===== config.mk =====
export PLATFORM = sky130hd
export DESIGN_NAME = lphs_ram
export DESIGN_NICKNAME = d
export VERILOG_FILES = /design/src/rtl/linear_probe_hash_set_core_assert.svh /design/src/rtl/lphs_ram.sv
export SDC_FILE = /design/constraint.sdc
export NUM_CORES = 1
export LEC_CHECK = 0
export BUFFER_PORTS_ARGS = -buffer_cell sky130_fd_sc_hd__buf_2
export CORE_MARGIN = 2
export CORE_UTILIZATION = 35
export DETAILED_ROUTE_END_ITERATION = 10
export SLEW_MARGIN = 15
export SYNTH_ARGS = -nofsm -noshare
export SYNTH_HDL_FRONTEND = slang
export SYNTH_SLANG_ARGS = --single-unit

===== constraint.sdc =====
create_clock -name clk -period 4.2 [get_ports clk]
set_input_delay 0.21 -clock clk [delete_from_list [all_inputs] [get_ports clk]]
set_output_delay 0.21 -clock clk [all_outputs]
set_load 0.02 [all_outputs]

===== src/rtl/linear_probe_hash_set_core_assert.svh =====
// ----------------------------------------------------------------------------
// linear_probe_hash_set_core_assert.svh
// Assertion macros used by the hash set core.
// ----------------------------------------------------------------------------
`ifndef LINEAR_PROBE_HASH_SET_CORE_ASSERT_SVH
`define LINEAR_PROBE_HASH_SET_CORE_ASSERT_SVH

// Same-cycle implication, checked out of reset.
`define LPHS_ASSERT_NOW(label, ante, cons, msg) \
  label: assert property (@(posedge clk) disable iff (rst) (ante) |-> (cons)) \
    else $error(msg);

// Next-cycle implication, checked out of reset.
`define LPHS_ASSERT_NEXT(label, ante, cons, msg) \
  label: assert property (@(posedge clk) disable iff (rst) (ante) |=> (cons)) \
    else $error(msg);

`endif


===== src/rtl/lphs_ram.sv =====
// ----------------------------------------------------------------------------
// lphs_ram
// Single-port RAM with registered read data.
// ----------------------------------------------------------------------------
module lphs_ram #(
  parameter int WIDTH = 8,
  parameter int DEPTH = 16
) (
  input  logic                     clk,
  input  logic                     we,
  input  logic [$clog2(DEPTH)-1:0] addr,
  input  logic [WIDTH-1:0]         wdata,
  output logic [WIDTH-1:0]         rdata
);

  logic [WIDTH-1:0] mem [DEPTH];

  // Write at addr, register the read of addr
  always_ff @(posedge clk) begin
    if (we) begin
      mem[addr] <= wdata;
    end
    rdata <= mem[addr];
  end

endmodule


==> impl_metrics.tcl <==
set metrics [dict create \
    syn_nets 244 \
    slew_headroom_pct 37.4 \
    fin_crit_sh_pct 44.7 \
    vdd_ir_drop_max_mv 0.317 \
    cp_max_fo 39 \
    timing.setup.tns_ns 0 \
    r2r-end "rdata[3]" \
    area_delta_synth_final_pct 17.6 \
    cp.required_ns 4.24 \
    numCtsBuffers 17 \
    fin_crit_ns 1.88 \
    holdBufCountCts 0 \
    synthCells 230 \
    setup_viol 0 \
    antenna_found_initial 0 \
    arrival_ns 1.91 \
    grt_max_degree 40 \
    yosysWarnings 0 \
    clkTransAtPathRegs_ns 0.06 \
    p_leak_uw 0.00193 \
    startpoint "addr[1]" \
    dr.pass1.iters 5 \
    clock_sinks 136 \
    crit_end "mem[2][5]" \
    nNetsFinal 278 \
    ant_nets 0 \
    grt.overflow.total 0 \
    die_area_um2 15500 \
    rows 43 \
    finClkSkew_ns 0.00871 \
    port_buffers 21 \
    synth.distinct_cells 18 \
    status "finished clean" \
    die_height_um 124 \
    cts_tree "built" \
    diodes 0 \
    cts_resized 0 \
    num_vias 2387 \
    cp-end-kind "register" \
    slew_violations 0 \
    core_area_um2 14000 \
    initial_core_util_pct 36.2 \
    drc_errors 0 \
    io_pins 22 \
    drive_gt1_share_pct 31.9 \
    drt_first_iter_violations 176 \
    synth_ff_type "edfxtp_1" \
    synthArstFlopShare_pct 0 \
    clk_latency_ns 0.42 \
    htree_levels 4 \
    post-route-util_pct 42.6 \
    cts_setup_buffers 0 \
    reg2reg_from "mem[15][3]" \
    grt_setup_unrepaired "no" \
    grt_pass1_wl_mm 15.5 \
    fmax_ghz 0.533 \
    grt_pass1_vias 2434 \
    ys_seq_elements 136 \
    clock-root-buffer "clkbuf_16" \
    pwr_density_cell_nw_per_um2 527 \
    final_hold_viol_count 0 \
    final_common_cell "edfxtp_1" \
    clockBufferDepth 2 \
    drv_cap 0 \
    syn_area_um2 5070 \
    synth-edff-count 128 \
    hp-class "input pin to register" \
    vias_per_cell 5.23 \
    grtUsageTotal_pct 14.1 \
    die_w_um 124 \
    finalWirelength_mm 10.1 \
    cp-start-kind "input pin" \
    mostFrequentLayoutCells "edfxtp_1 (128), mux4_2 (32), buf_2 (21)" \
    yosysSeqAreaShare_pct 79.0 \
    dpl.hpwl_mm 6.30 \
    rrSetupSlack_ns 2.79 \
    avgSynthCellArea_um2 22.0 \
    n_fill_cell 1255 \
    gp_congestion 0.765 \
    tightest_slew_ns 0.939 \
    path_class "input pin to register" \
    wire_per_inst_um 22.3 \
    rr_worst_depth 3 \
]
[per-stage QoR]
step / std cells / hold WS [ns] / cell area [um2] / total power (uW) / setup WS, ns
6_report: 456 / 0.198 / 5960 / 3140 / 2.32
5_1_grt: 456 / 0.206 / 5960 / 3230 / 2.15
4_1_cts: 456 / 0.201 / 5960 / 3160 / 2.27
3_5_place_dp: 425 / 0.627 / 5380 / 1710 / 1.81
3_3_place_gp: 425 / 0.628 / 5380 / 1700 / 1.82
2_1_floorplan: 230 / 0.309 / 5070 / 1640 / 2.50
[state kept, by name, summed over array words and instances, names as in the netlist]
signal and cells:
rdata 8, mem 128
[metal layers]
metal | track usage, % | up-vias | wire length (um)
met5 | 0 | - | 0
met4 | 5.88 | 0 | 166
met2 | 19.6 | 74 | 4670
li1 | - | 1028 | -
met3 | 4.51 | 15 | 516
met1 | 20.5 | 1270 | 4790
[cells by family (layout without fill, tap and decap cells)]
logic type,after synthesis,in the layout,synth area share [%]
mux,32,32,14.2
compound gates,16,16,2.37
flops,136,136,79.0
buf+inv,11,57,1.19
simple gates,35,35,3.21
[power by group]
part           switching, uW  internal [uW]  leakage, uW
Clock                    540            925     0.000287
Sequential              8.56           1520      0.00122
Combinational           94.5           55.6     0.000420
[cells in the mapped netlist (2+ instances only)]
cell type  count  share of area, %
edfxtp_1     128                76
mux4_2        32                14
a22oi_1       16               2.4
nor2_1        13              0.96
nand2_1        9              0.67
dfxtp_1        8               3.2
buf_1          4              0.30
nor3_1         4              0.40
buf_2          2              0.20
buf_6          2              0.44
clkbuf_1       2              0.15
nand2b_1       2              0.25
nand3b_1       2              0.30
nor2b_1        2              0.25
[area by class of cell]
type | instances | area (um2) | share of cell area [%]
multi-input combinational | 83 | 1000 | 16.8
clock buffer | 18 | 429 | 7.20
sequential | 136 | 4000 | 67.2
timing repair buffer | 26 | 143 | 2.39
tap | 180 | 225 | 3.78
clock inverter | 13 | 156 | 2.62
[worst min path at each step]
| stage | start | end | slack [ns] | depth (start not counted) |
|---|---|---|---|---|
| after floorplan | wdata[0] | mem[0][0] | 0.31 | 0 |
| after global placement | rdata[5] | rdata[5] | 0.63 | 1 |
| after detailed placement | rdata[5] | rdata[5] | 0.63 | 1 |
| after CTS | wdata[3] | mem[10][3] | 0.20 | 1 |
| after global routing | wdata[3] | mem[8][3] | 0.21 | 1 |
| final | wdata[3] | mem[15][3] | 0.20 | 1 |
[critical path, stage by stage]
cell and delay (ns):
buf_2 0.70, nand2b_1 0.25, nor2_1 0.73
(Power assumes the default switching activity.)
