--- config.mk ---
export PLATFORM = sky130hd
export DESIGN_NAME = lphs_mix
export DESIGN_NICKNAME = d
export VERILOG_FILES = /design/src/rtl/linear_probe_hash_set_core_assert.svh /design/src/rtl/lphs_pkg.sv /design/src/rtl/lphs_mix.sv
export SDC_FILE = /design/constraint.sdc
export NUM_CORES = 1
export LEC_CHECK = 0
export BUFFER_PORTS_ARGS = -buffer_cell sky130_fd_sc_hd__buf_2
export CORE_MARGIN = 5
export CORE_UTILIZATION = 41
export DETAILED_ROUTE_END_ITERATION = 12
export GPL_ROUTABILITY_DRIVEN = 0
export GPL_TIMING_DRIVEN = 1
export PLACE_DENSITY_LB_ADDON = 0.05
export SYNTH_ARGS = -nofsm -noshare
export SYNTH_HDL_FRONTEND = slang
export SYNTH_SLANG_ARGS = --single-unit
--- constraint.sdc ---
create_clock -name clk -period 7.4 [get_ports clk]
set_input_delay 0.74 -clock clk [delete_from_list [all_inputs] [get_ports clk]]
set_output_delay 0.74 -clock clk [all_outputs]
set_load 0.01 [all_outputs]
--- src/rtl/linear_probe_hash_set_core_assert.svh ---
// ----------------------------------------------------------------------------
// linear_probe_hash_set_core_assert.svh
// Assertion macros used by the hash set core.
// ----------------------------------------------------------------------------
`ifndef LINEAR_PROBE_HASH_SET_CORE_ASSERT_SVH
`define LINEAR_PROBE_HASH_SET_CORE_ASSERT_SVH

// Same-cycle implication, checked out of reset.
`define LPHS_ASSERT_NOW(label, ante, cons, msg) \
  label: assert property (@(posedge clk) disable iff (rst) (ante) |-> (cons)) \
    else $error(msg);

// Next-cycle implication, checked out of reset.
`define LPHS_ASSERT_NEXT(label, ante, cons, msg) \
  label: assert property (@(posedge clk) disable iff (rst) (ante) |=> (cons)) \
    else $error(msg);

`endif

--- src/rtl/lphs_pkg.sv ---
// ----------------------------------------------------------------------------
// lphs_pkg
// Types and constants of the linear probing hash set.
// ----------------------------------------------------------------------------
package lphs_pkg;

  localparam int KEY_W      = 64;
  localparam int FUNC_W     = 2;
  localparam int CNT_W      = 10;
  localparam int SIZE_W     = 4;
  localparam int LIMIT_W    = 10;
  localparam int CFG_IDX_W  = 2;
  localparam int CFG_DATA_W = 10;
  localparam int OUT_W      = 16;

  // Operation codes carried on s_tuser
  localparam logic [FUNC_W-1:0] FUNC_INSERT = 2'd0;
  localparam logic [FUNC_W-1:0] FUNC_EXISTS = 2'd1;
  localparam logic [FUNC_W-1:0] FUNC_CLEAR  = 2'd2;

  // Configuration register indexes
  localparam logic [CFG_IDX_W-1:0] CFG_SIZE_LOG2  = 2'd0;
  localparam logic [CFG_IDX_W-1:0] CFG_LOAD_LIMIT = 2'd1;

  localparam logic [SIZE_W-1:0]  SIZE_LOG2_RST  = 4'd10;
  localparam logic [LIMIT_W-1:0] LOAD_LIMIT_RST = 10'd716;
  localparam logic [4:0]         SIZE_LOG2_MIN  = 5'd4;

  // Mix sequence
  localparam int MIX_STEPS  = 9;
  localparam int MIX_STEP_W = 4;

  // One step of the shared mix unit: acc <= A op (B shifted)
  typedef struct packed {
    logic       inv_a;     // A is ~acc instead of acc
    logic       use_base;  // B is the saved value instead of acc
    logic       shr;       // logical right shift, else left shift
    logic       op_xor;    // xor, else add
    logic [4:0] sh;        // shift amount
  } mix_op_t;

  // Status of the mix unit
  typedef struct packed {
    logic busy;
    logic done;
  } mix_stat_t;

  // Shift-add-xor mix as a sequence of single-operation steps
  function automatic mix_op_t mix_step(input logic [MIX_STEP_W-1:0] step);
    mix_op_t op;
    op = '{inv_a: 1'b0, use_base: 1'b0, shr: 1'b0, op_xor: 1'b0, sh: 5'd0};
    case (step)
      4'd0: op = '{inv_a: 1'b1, use_base: 1'b0, shr: 1'b0, op_xor: 1'b0, sh: 5'd21};
      4'd1: op = '{inv_a: 1'b0, use_base: 1'b0, shr: 1'b1, op_xor: 1'b1, sh: 5'd24};
      4'd2: op = '{inv_a: 1'b0, use_base: 1'b0, shr: 1'b0, op_xor: 1'b0, sh: 5'd3};
      4'd3: op = '{inv_a: 1'b0, use_base: 1'b1, shr: 1'b0, op_xor: 1'b0, sh: 5'd8};
      4'd4: op = '{inv_a: 1'b0, use_base: 1'b0, shr: 1'b1, op_xor: 1'b1, sh: 5'd14};
      4'd5: op = '{inv_a: 1'b0, use_base: 1'b0, shr: 1'b0, op_xor: 1'b0, sh: 5'd2};
      4'd6: op = '{inv_a: 1'b0, use_base: 1'b1, shr: 1'b0, op_xor: 1'b0, sh: 5'd4};
      4'd7: op = '{inv_a: 1'b0, use_base: 1'b0, shr: 1'b1, op_xor: 1'b1, sh: 5'd28};
      4'd8: op = '{inv_a: 1'b0, use_base: 1'b0, shr: 1'b0, op_xor: 1'b0, sh: 5'd31};
      default: op = '{inv_a: 1'b0, use_base: 1'b0, shr: 1'b0, op_xor: 1'b0, sh: 5'd0};
    endcase
    return op;
  endfunction

endpackage

--- src/rtl/lphs_mix.sv ---
// ----------------------------------------------------------------------------
// lphs_mix
// Shared add/xor/shift unit that runs the 64-bit key mix over nine steps.
// ----------------------------------------------------------------------------
module lphs_mix (
  input  logic                     clk,
  input  logic                     rst,
  input  logic                     start,
  input  logic [lphs_pkg::KEY_W-1:0] key,
  output lphs_pkg::mix_stat_t      stat,
  output logic [lphs_pkg::KEY_W-1:0] hash
);

  logic [lphs_pkg::KEY_W-1:0]      acc;
  logic [lphs_pkg::KEY_W-1:0]      base;
  logic [lphs_pkg::MIX_STEP_W-1:0] step;
  logic                            busy;
  logic                            done;

  lphs_pkg::mix_op_t               op;
  logic [lphs_pkg::KEY_W-1:0]      opa;
  logic [lphs_pkg::KEY_W-1:0]      opb;
  logic [lphs_pkg::KEY_W-1:0]      opb_sh;
  logic [lphs_pkg::KEY_W-1:0]      acc_next;

  // Operand select, shift and the one add/xor
  always_comb begin
    op       = lphs_pkg::mix_step(step);
    opa      = op.inv_a ? ~acc : acc;
    opb      = op.use_base ? base : acc;
    opb_sh   = op.shr ? (opb >> op.sh) : (opb << op.sh);
    acc_next = op.op_xor ? (opa ^ opb_sh) : (opa + opb_sh);
  end

  // Step sequencer; base keeps the value from before the previous step
  always_ff @(posedge clk) begin
    if (rst) begin
      busy <= 1'b0;
      done <= 1'b0;
      step <= '0;
    end else begin
      done <= 1'b0;
      if (start) begin
        busy <= 1'b1;
        step <= '0;
      end else if (busy) begin
        step <= step + 1'b1;
        if (step == lphs_pkg::MIX_STEP_W'(lphs_pkg::MIX_STEPS - 1)) begin
          busy <= 1'b0;
          done <= 1'b1;
        end
      end
    end
  end

  // Datapath registers
  always_ff @(posedge clk) begin
    if (start) begin
      acc <= key;
    end else if (busy) begin
      acc  <= acc_next;
      base <= acc;
    end
  end

  assign stat.busy = busy;
  assign stat.done = done;
  assign hash      = acc;

endmodule

==> out/qor.txt, run 1 <==
CTS H-tree lvls: 4
startpoint types: flip-flop
status: complete, no violations
Post-Synth Simple-Gate Area: 16.3%
post-synthesis mux area share: 20.1%
hold crit path type: input port to flip-flop
top-area cell type share of the netlist area: 22.6%
core area: 41,000 um^2
clock slew at reported path FFs: 0.06 ns
xor/xnor cell area share of the yosys netlist: 6.32%
Final min period: 6.69 ns
IO Count: 133
Final setup violation count: 0
DP Worst Slack: 0.911 ns
CTS tree: done
Hold Path Origin: rst
CTS root buf: clkbuf_16
CTS Buffer Depth: 2
Worst Hold End: busy
Critical Path RT: 7.64 ns
leakage: 7.17 nW
Setup CP Type: flip-flop to flip-flop
Global Route Usage Sum: 27.3%
clock skew: 0.0143 ns
R2R Setup Slk: 0.71 ns
cells after synthesis: 2,125
Final Cycle Share: 90.4%
Synth Warn #: 0
syn avg cell area: 8.02 um^2
Max Slew Vio Count: 0
Final WS setup: 0.713 ns
Vias/cell: 6.21
Die W: 214 um
residual DRC count: 0
Hold Violations, Final: 0
Top FF cell, synth: edfxtp_1
Post-CTS Setup Bufs: 0
CP max FO: 29
arrival time at the worst endpoint: 6.93 ns
grt ovf: 0
Detail Route Antenna Nets: 0
FFs w/ async S/R, synth: 0%
fillcell total: 4,202
Max-slew headroom: 35.8%
Yosys reg bits: 142
reg2reg start: op[7]
Post-CTS Resized: 0
Synth-to-Final Area Change: 8.65%
post-synthesis compound-gate area fraction: 23.1%
number of flops mapped to enable cells by yosys: 128
antenna violations before repair: 3
VDD IR-drop max: 264 uV
Final #Nets: 2,265
top-count cell post-synth: a21oi_1
Pre-antenna DRT Iters: 6
Final Instance Area: 18,500 um^2
Setup crit end kind: flip-flop
total CTS buffers: 17
Final HPWL DP: 48.7 mm
clock latency on the worst-skew pair: 0.50 ns
adder-cell share of the synthesized area: 5.18%
R2R depth: 22
sequential area share after synthesis: 24.2%
std cell rows: 74
input/output buffers: 132
fin cells: 2,674
drt first-iter violations: 1,913
R2R Path End: hash[56]
measured slew at the worst slew-check pin: 0.962 ns
WHS Path Cells: 2
unrepaired setup endpoints after global routing: false
largest net degree at the start of global routing: 164
leading area contributor after synthesis: edfxtp_1
Cells after DPL: 2,641
Post-DP Area: 18,000 um^2
Max Cap Viol: 0
synthesized net count: 2,262
Layout Utilization: 45.1%
vias in the first global route: 15.4k
CTS sink cnt: 142
total negative slack: 0 ns
Initial Util: 41.6%
pwr/cell area: 402 nW/um^2
Commonest cells post-synth: a21oi_1, nor2_1, nand2_1, o21ai_0, mux2_2
first-pass GRT wire length: 94.9 mm
Cell variety after synth: 68
Hold-fix buffers, CTS: 0
largest cells by area after synthesis: edfxtp_1, mux2_2, mux2i_1, a21oi_1, o21ai_0
WL/cell: 23.7 um
Vias: 16.6k
largest family of logic cells by synthesized area: compound AO/OA/AOI/OAI gates
die footprint: 45,700 um^2
share of cells above drive strength 1: 19.4%
drt total wl: 63.5 mm
Mapped Area: 17,000 um^2
Max Freq: 150 MHz
Chip Height: 214 um
## metrics by stage
stage / hold WS (ns) / power, mW
2_1_floorplan: 0.482 / 4.93
3_3_place_gp: 0.517 / 6.50
3_5_place_dp: 0.522 / 6.49
4_1_cts: 0.398 / 7.38
5_1_grt: 0.427 / 7.99
6_report: 0.431 / 7.45
## per-layer routing
metal	up-vias	wire length [um]	global-route usage, %
li1	7798	-	-
met1	8015	30100	41.2
met2	696	26200	38.4
met3	86	5440	6.51
met4	6	1720	8.71
met5	-	34	0
## power breakdown
part / internal, mW / leakage (nW) / switching [mW]
combinational: 1.98 / 5.55 / 3.08
clock: 0.460 / 0.261 / 0.381
sequential: 1.19 / 1.35 / 0.366
total: 3.63 / 7.17 / 3.82
## cell type report
| class | count | area (um^2) | share of cell area, % |
|---|---|---|---|
| Inverter | 35 | 131 | 0.710 |
| Antenna cell | 1 | 2.50 | 0.0135 |
| Sequential cell | 142 | 4150 | 22.4 |
| Clock buffer | 19 | 433 | 2.34 |
| Tap cell | 532 | 666 | 3.59 |
| Timing Repair Buffer | 158 | 906 | 4.89 |
| Clock inverter | 13 | 118 | 0.635 |
| Multi-Input combinational cell | 1774 | 12100 | 65.4 |
## cell families after synthesis
kind of cell,Yosys count
xor gates and xnor gates,123
and+or+nand+nor,622
adders and majority gates,70
buffers and inverters,209
DFF,142
muxes,301
AOI/OAI and AO/OA,658
## state kept, by name, summed over array words and instances (netlist names)
register / flops
done: 1
base: 64
hash: 64
busy: 1
op: 8
step: 4
## cell usage in the layout (no fill, tap or decap), types with 11 or more instances in the layout
cell type and n:
o21ai_0 205, o21a_1 19, inv_1 32, edfxtp_1 128, and3_1 13, clkbuf_16 17, mux2i_1 126, mux4_2 17
nand4_1 24, buf_2 132, nor2_1 211, nor2b_1 14, ha_1 69, or2_2 26, a21oi_1 217, mux2_2 158
a21o_1 37, a31oi_1 17, buf_4 22, xnor2_1 25, and2_1 33, o22ai_1 11, nand3_1 25, nand2_1 209
o21bai_1 16, a211oi_1 62, o211ai_1 18, xor2_1 98, nor3_1 38
## worst max path at each step
stage                     cells past startpoint   from  slack [ns]       end
final                                        22  op[7]        0.71  hash[56]
after global routing                         22  op[7]        0.48  hash[56]
after CTS                                    21  op[7]        0.90  hash[56]
after detailed placement                     21  op[7]        0.91  hash[56]
after global placement                       21  op[7]        0.99  hash[56]
after floorplan                              23  op[7]        2.21  hash[49]
## worst max-delay path: stages, from the launching register on
cell       delay (ns)
dfxtp_4          0.71
buf_4            0.30
mux2i_1          0.62
nor2_1           0.14
a21oi_1          0.32
mux2_2           0.24
nand2_1          0.06
o21ai_0          0.18
nor2_1           0.07
o21ai_0          0.41
o311ai_0         0.23
o21a_1           0.17
ha_1             0.41
a21oi_1          0.13
o21ai_0          0.34
a211oi_1         0.11
o21bai_1         0.21
a2111oi_2        0.62
or2_1            0.18
a21oi_1          0.12
o41ai_1          0.46
xor2_1           0.11
mux2_2           0.28
Note: power is estimated with default switching activity, not from simulation.
==> run 2, diff against run 1 <==
- ABC_CLOCK_PERIOD_IN_PS: not set -> 7400
- MAX_ROUTING_LAYER: not set -> met4
==> run 2 against run 1 <==
Critical path depth unchanged. Combinational power about the same. Die area unchanged. Clock-buffer cell count unchanged. Critical path type unchanged. Cell count up 0.11%. Register-to-register slack worse by 0.04 ns. Via count up 0.19%. Utilization about the same. Total power about the same. Clock power about the same. Critical endpoint unchanged.
==> out/qor.txt, run 2 (synthesis gave the netlist of run 1 again) <==
Max Freq: 149 MHz
Psw: 3.82 mW
slowest CP cell: dfxtp_4
drt total wl: 63.4 mm
critical-path cell list: buf_4 > mux2i_1 > nor2_1 > a21oi_1 > mux2_2 > nand2_1 > o21ai_0 > nor2_1 > o21ai_0 > o311ai_0 > o21a_1 > ha_1 > a21oi_1 > o21ai_0 > a211oi_1 > o21bai_1 > a2111oi_2 > or2_1 > a21oi_1 > o41ai_1 > xor2_1 > mux2_2
Critical Path RT: 7.65 ns
Post-DP Area: 18,000 um^2
met1 Use GR: 41.5%
status: complete, no violations
routing usage on met3: 5.85%
clock slew at reported path FFs: 0.06 ns
Setup CP Type: flip-flop to flip-flop
startpoint types: flip-flop
clock network power share: 11.3%
Post-CTS Setup Bufs: 0
unrepaired setup endpoints after global routing: false
measured slew at the worst slew-check pin: 1.11 ns
Pre-antenna DRT Iters: 8
grt ovf: 0
worst path bufs/invs: 1
Global Route Usage Sum: 28.2%
Final Cycle Share: 90.9%
first-pass GRT wire length: 94.9 mm
Detail Route Antenna Nets: 0
largest net degree at the start of global routing: 164
die footprint: 45,700 um^2
arrival time at the worst endpoint: 6.97 ns
M2 GR Usage: 38.5%
GR peak layer: met1
CTS Buffer Depth: 2
Final Instance Area: 18,500 um^2
antenna violations before repair: 3
combinational share of power: 67.8%
leakage: 7.17 nW
delay-heaviest family, CP: compound AO/OA/AOI/OAI gates
residual DRC count: 0
hold crit path type: input port to flip-flop
Hold-fix buffers, CTS: 0
Chip Height: 214 um
input/output buffers: 132
fillcell total: 4,199
drt first-iter violations: 1,954
Max-slew headroom: 25.3%
CTS tree: done
pwr/cell area: 402 nW/um^2
CP max FO: 29
Die W: 214 um
Vias/cell: 6.21
Max Cap Viol: 0
Setup crit end kind: flip-flop
CTS sink cnt: 142
CTS H-tree lvls: 4
Reg power frac: 20.9%
Internal: 3.63 mW
Initial Util: 41.6%
VDD IR-drop max: 264 uV
Final min period: 6.73 ns
Final HPWL DP: 48.7 mm
IO Count: 133
clock latency on the worst-skew pair: 0.50 ns
Max Slew Vio Count: 0
most frequent cells in the layout: a21oi_1, nor2_1, nand2_1, o21ai_0, mux2_2
Final #Nets: 2,265
total CTS buffers: 17
share of cells above drive strength 1: 19.4%
Final WS setup: 0.675 ns
Hold Violations, Final: 0
std cell rows: 74
Sw Ratio: 51.3%
Synth-to-Final Area Change: 8.69%
CTS root buf: clkbuf_16
Final setup violation count: 0
clock skew: 0.0145 ns
largest stage delay on the critical path: 0.70 ns
vias in the first global route: 15.4k
total negative slack: 0 ns
WL/cell: 23.7 um
Vias: 16.6k
core area: 41,000 um^2
Post-CTS Resized: 0
DP Worst Slack: 0.911 ns
commonest non-fill, non-tap cell in the layout: a21oi_1
[run 2: cell count changes in the layout (fill, tap and decap cells not counted)]
cell / change
diode_2: +3
[run 2: worst register-to-register path, cell delays in order (launching register included)]
cell and delay [ns]:
dfxtp_4 0.70, buf_4 0.32, mux2i_1 0.65, nor2_1 0.14, a21oi_1 0.31, mux2_2 0.24, nand2_1 0.06, o21ai_0 0.19
nor2_1 0.08, o21ai_0 0.42, o311ai_0 0.23, o21a_1 0.17, ha_1 0.42, a21oi_1 0.13, o21ai_0 0.34, a211oi_1 0.10
o21bai_1 0.20, a2111oi_2 0.62, or2_1 0.18, a21oi_1 0.12, o41ai_1 0.45, xor2_1 0.11, mux2_2 0.28
[run 2: worst paths after layout]
kind                                from       end  slack [ns]  cells after the start
worst min-delay path                 rst      busy        0.43                      2
worst max-delay path               op[7]  hash[56]        0.67                     22
worst max register to register     op[7]  hash[56]        0.67                     22
worst min register to register  hash[10]  base[10]        0.54                      0
[run 2: stage by stage]
| stage | std cells | utilization, % | power, mW | hold WS, ns |
|---|---|---|---|---|
| final | 2677 | 45.2 | 7.45 | 0.432 |
| after global routing | 2676 | 45.2 | 7.99 | 0.431 |
| after CTS | 2673 | 45.1 | 7.38 | 0.398 |
| after detailed placement | 2641 | 43.8 | 6.49 | 0.522 |
| after global placement | 2641 | 43.8 | 6.50 | 0.517 |
| after floorplan | 2125 | - | 4.93 | 0.482 |
[run 2: area by class of cell]
class / count / area, um^2 / share of cell area [%]
multi-input cells: 1774 / 12100 / 65.4
flip-flops and latches: 142 / 4150 / 22.4
diodes: 4 / 10.0 / 0.0540
clock inverters: 13 / 118 / 0.635
well taps: 532 / 666 / 3.59
inverters: 35 / 131 / 0.709
clock buffers: 19 / 433 / 2.34
repair buffers: 158 / 906 / 4.89
[run 2: power by group through the flow]
stage,clock network [mW],registers [mW],logic [mW]
3_3_place_gp,0,1.56,4.94
3_5_place_dp,0,1.57,4.93
4_1_cts,0.867,1.55,4.97
6_report,0.842,1.56,5.05
2_1_floorplan,0,1.42,3.50
5_1_grt,0.897,1.58,5.52
[run 2: routing by layer]
layer  share of wire, %  routed length [um]  vias up
met5                  0                   0        -
met4                2.7                1700        0
met3                8.1                5130       87
met2                 41               26300      687
met1                 48               30300     8048
li1                   -                   -     7811
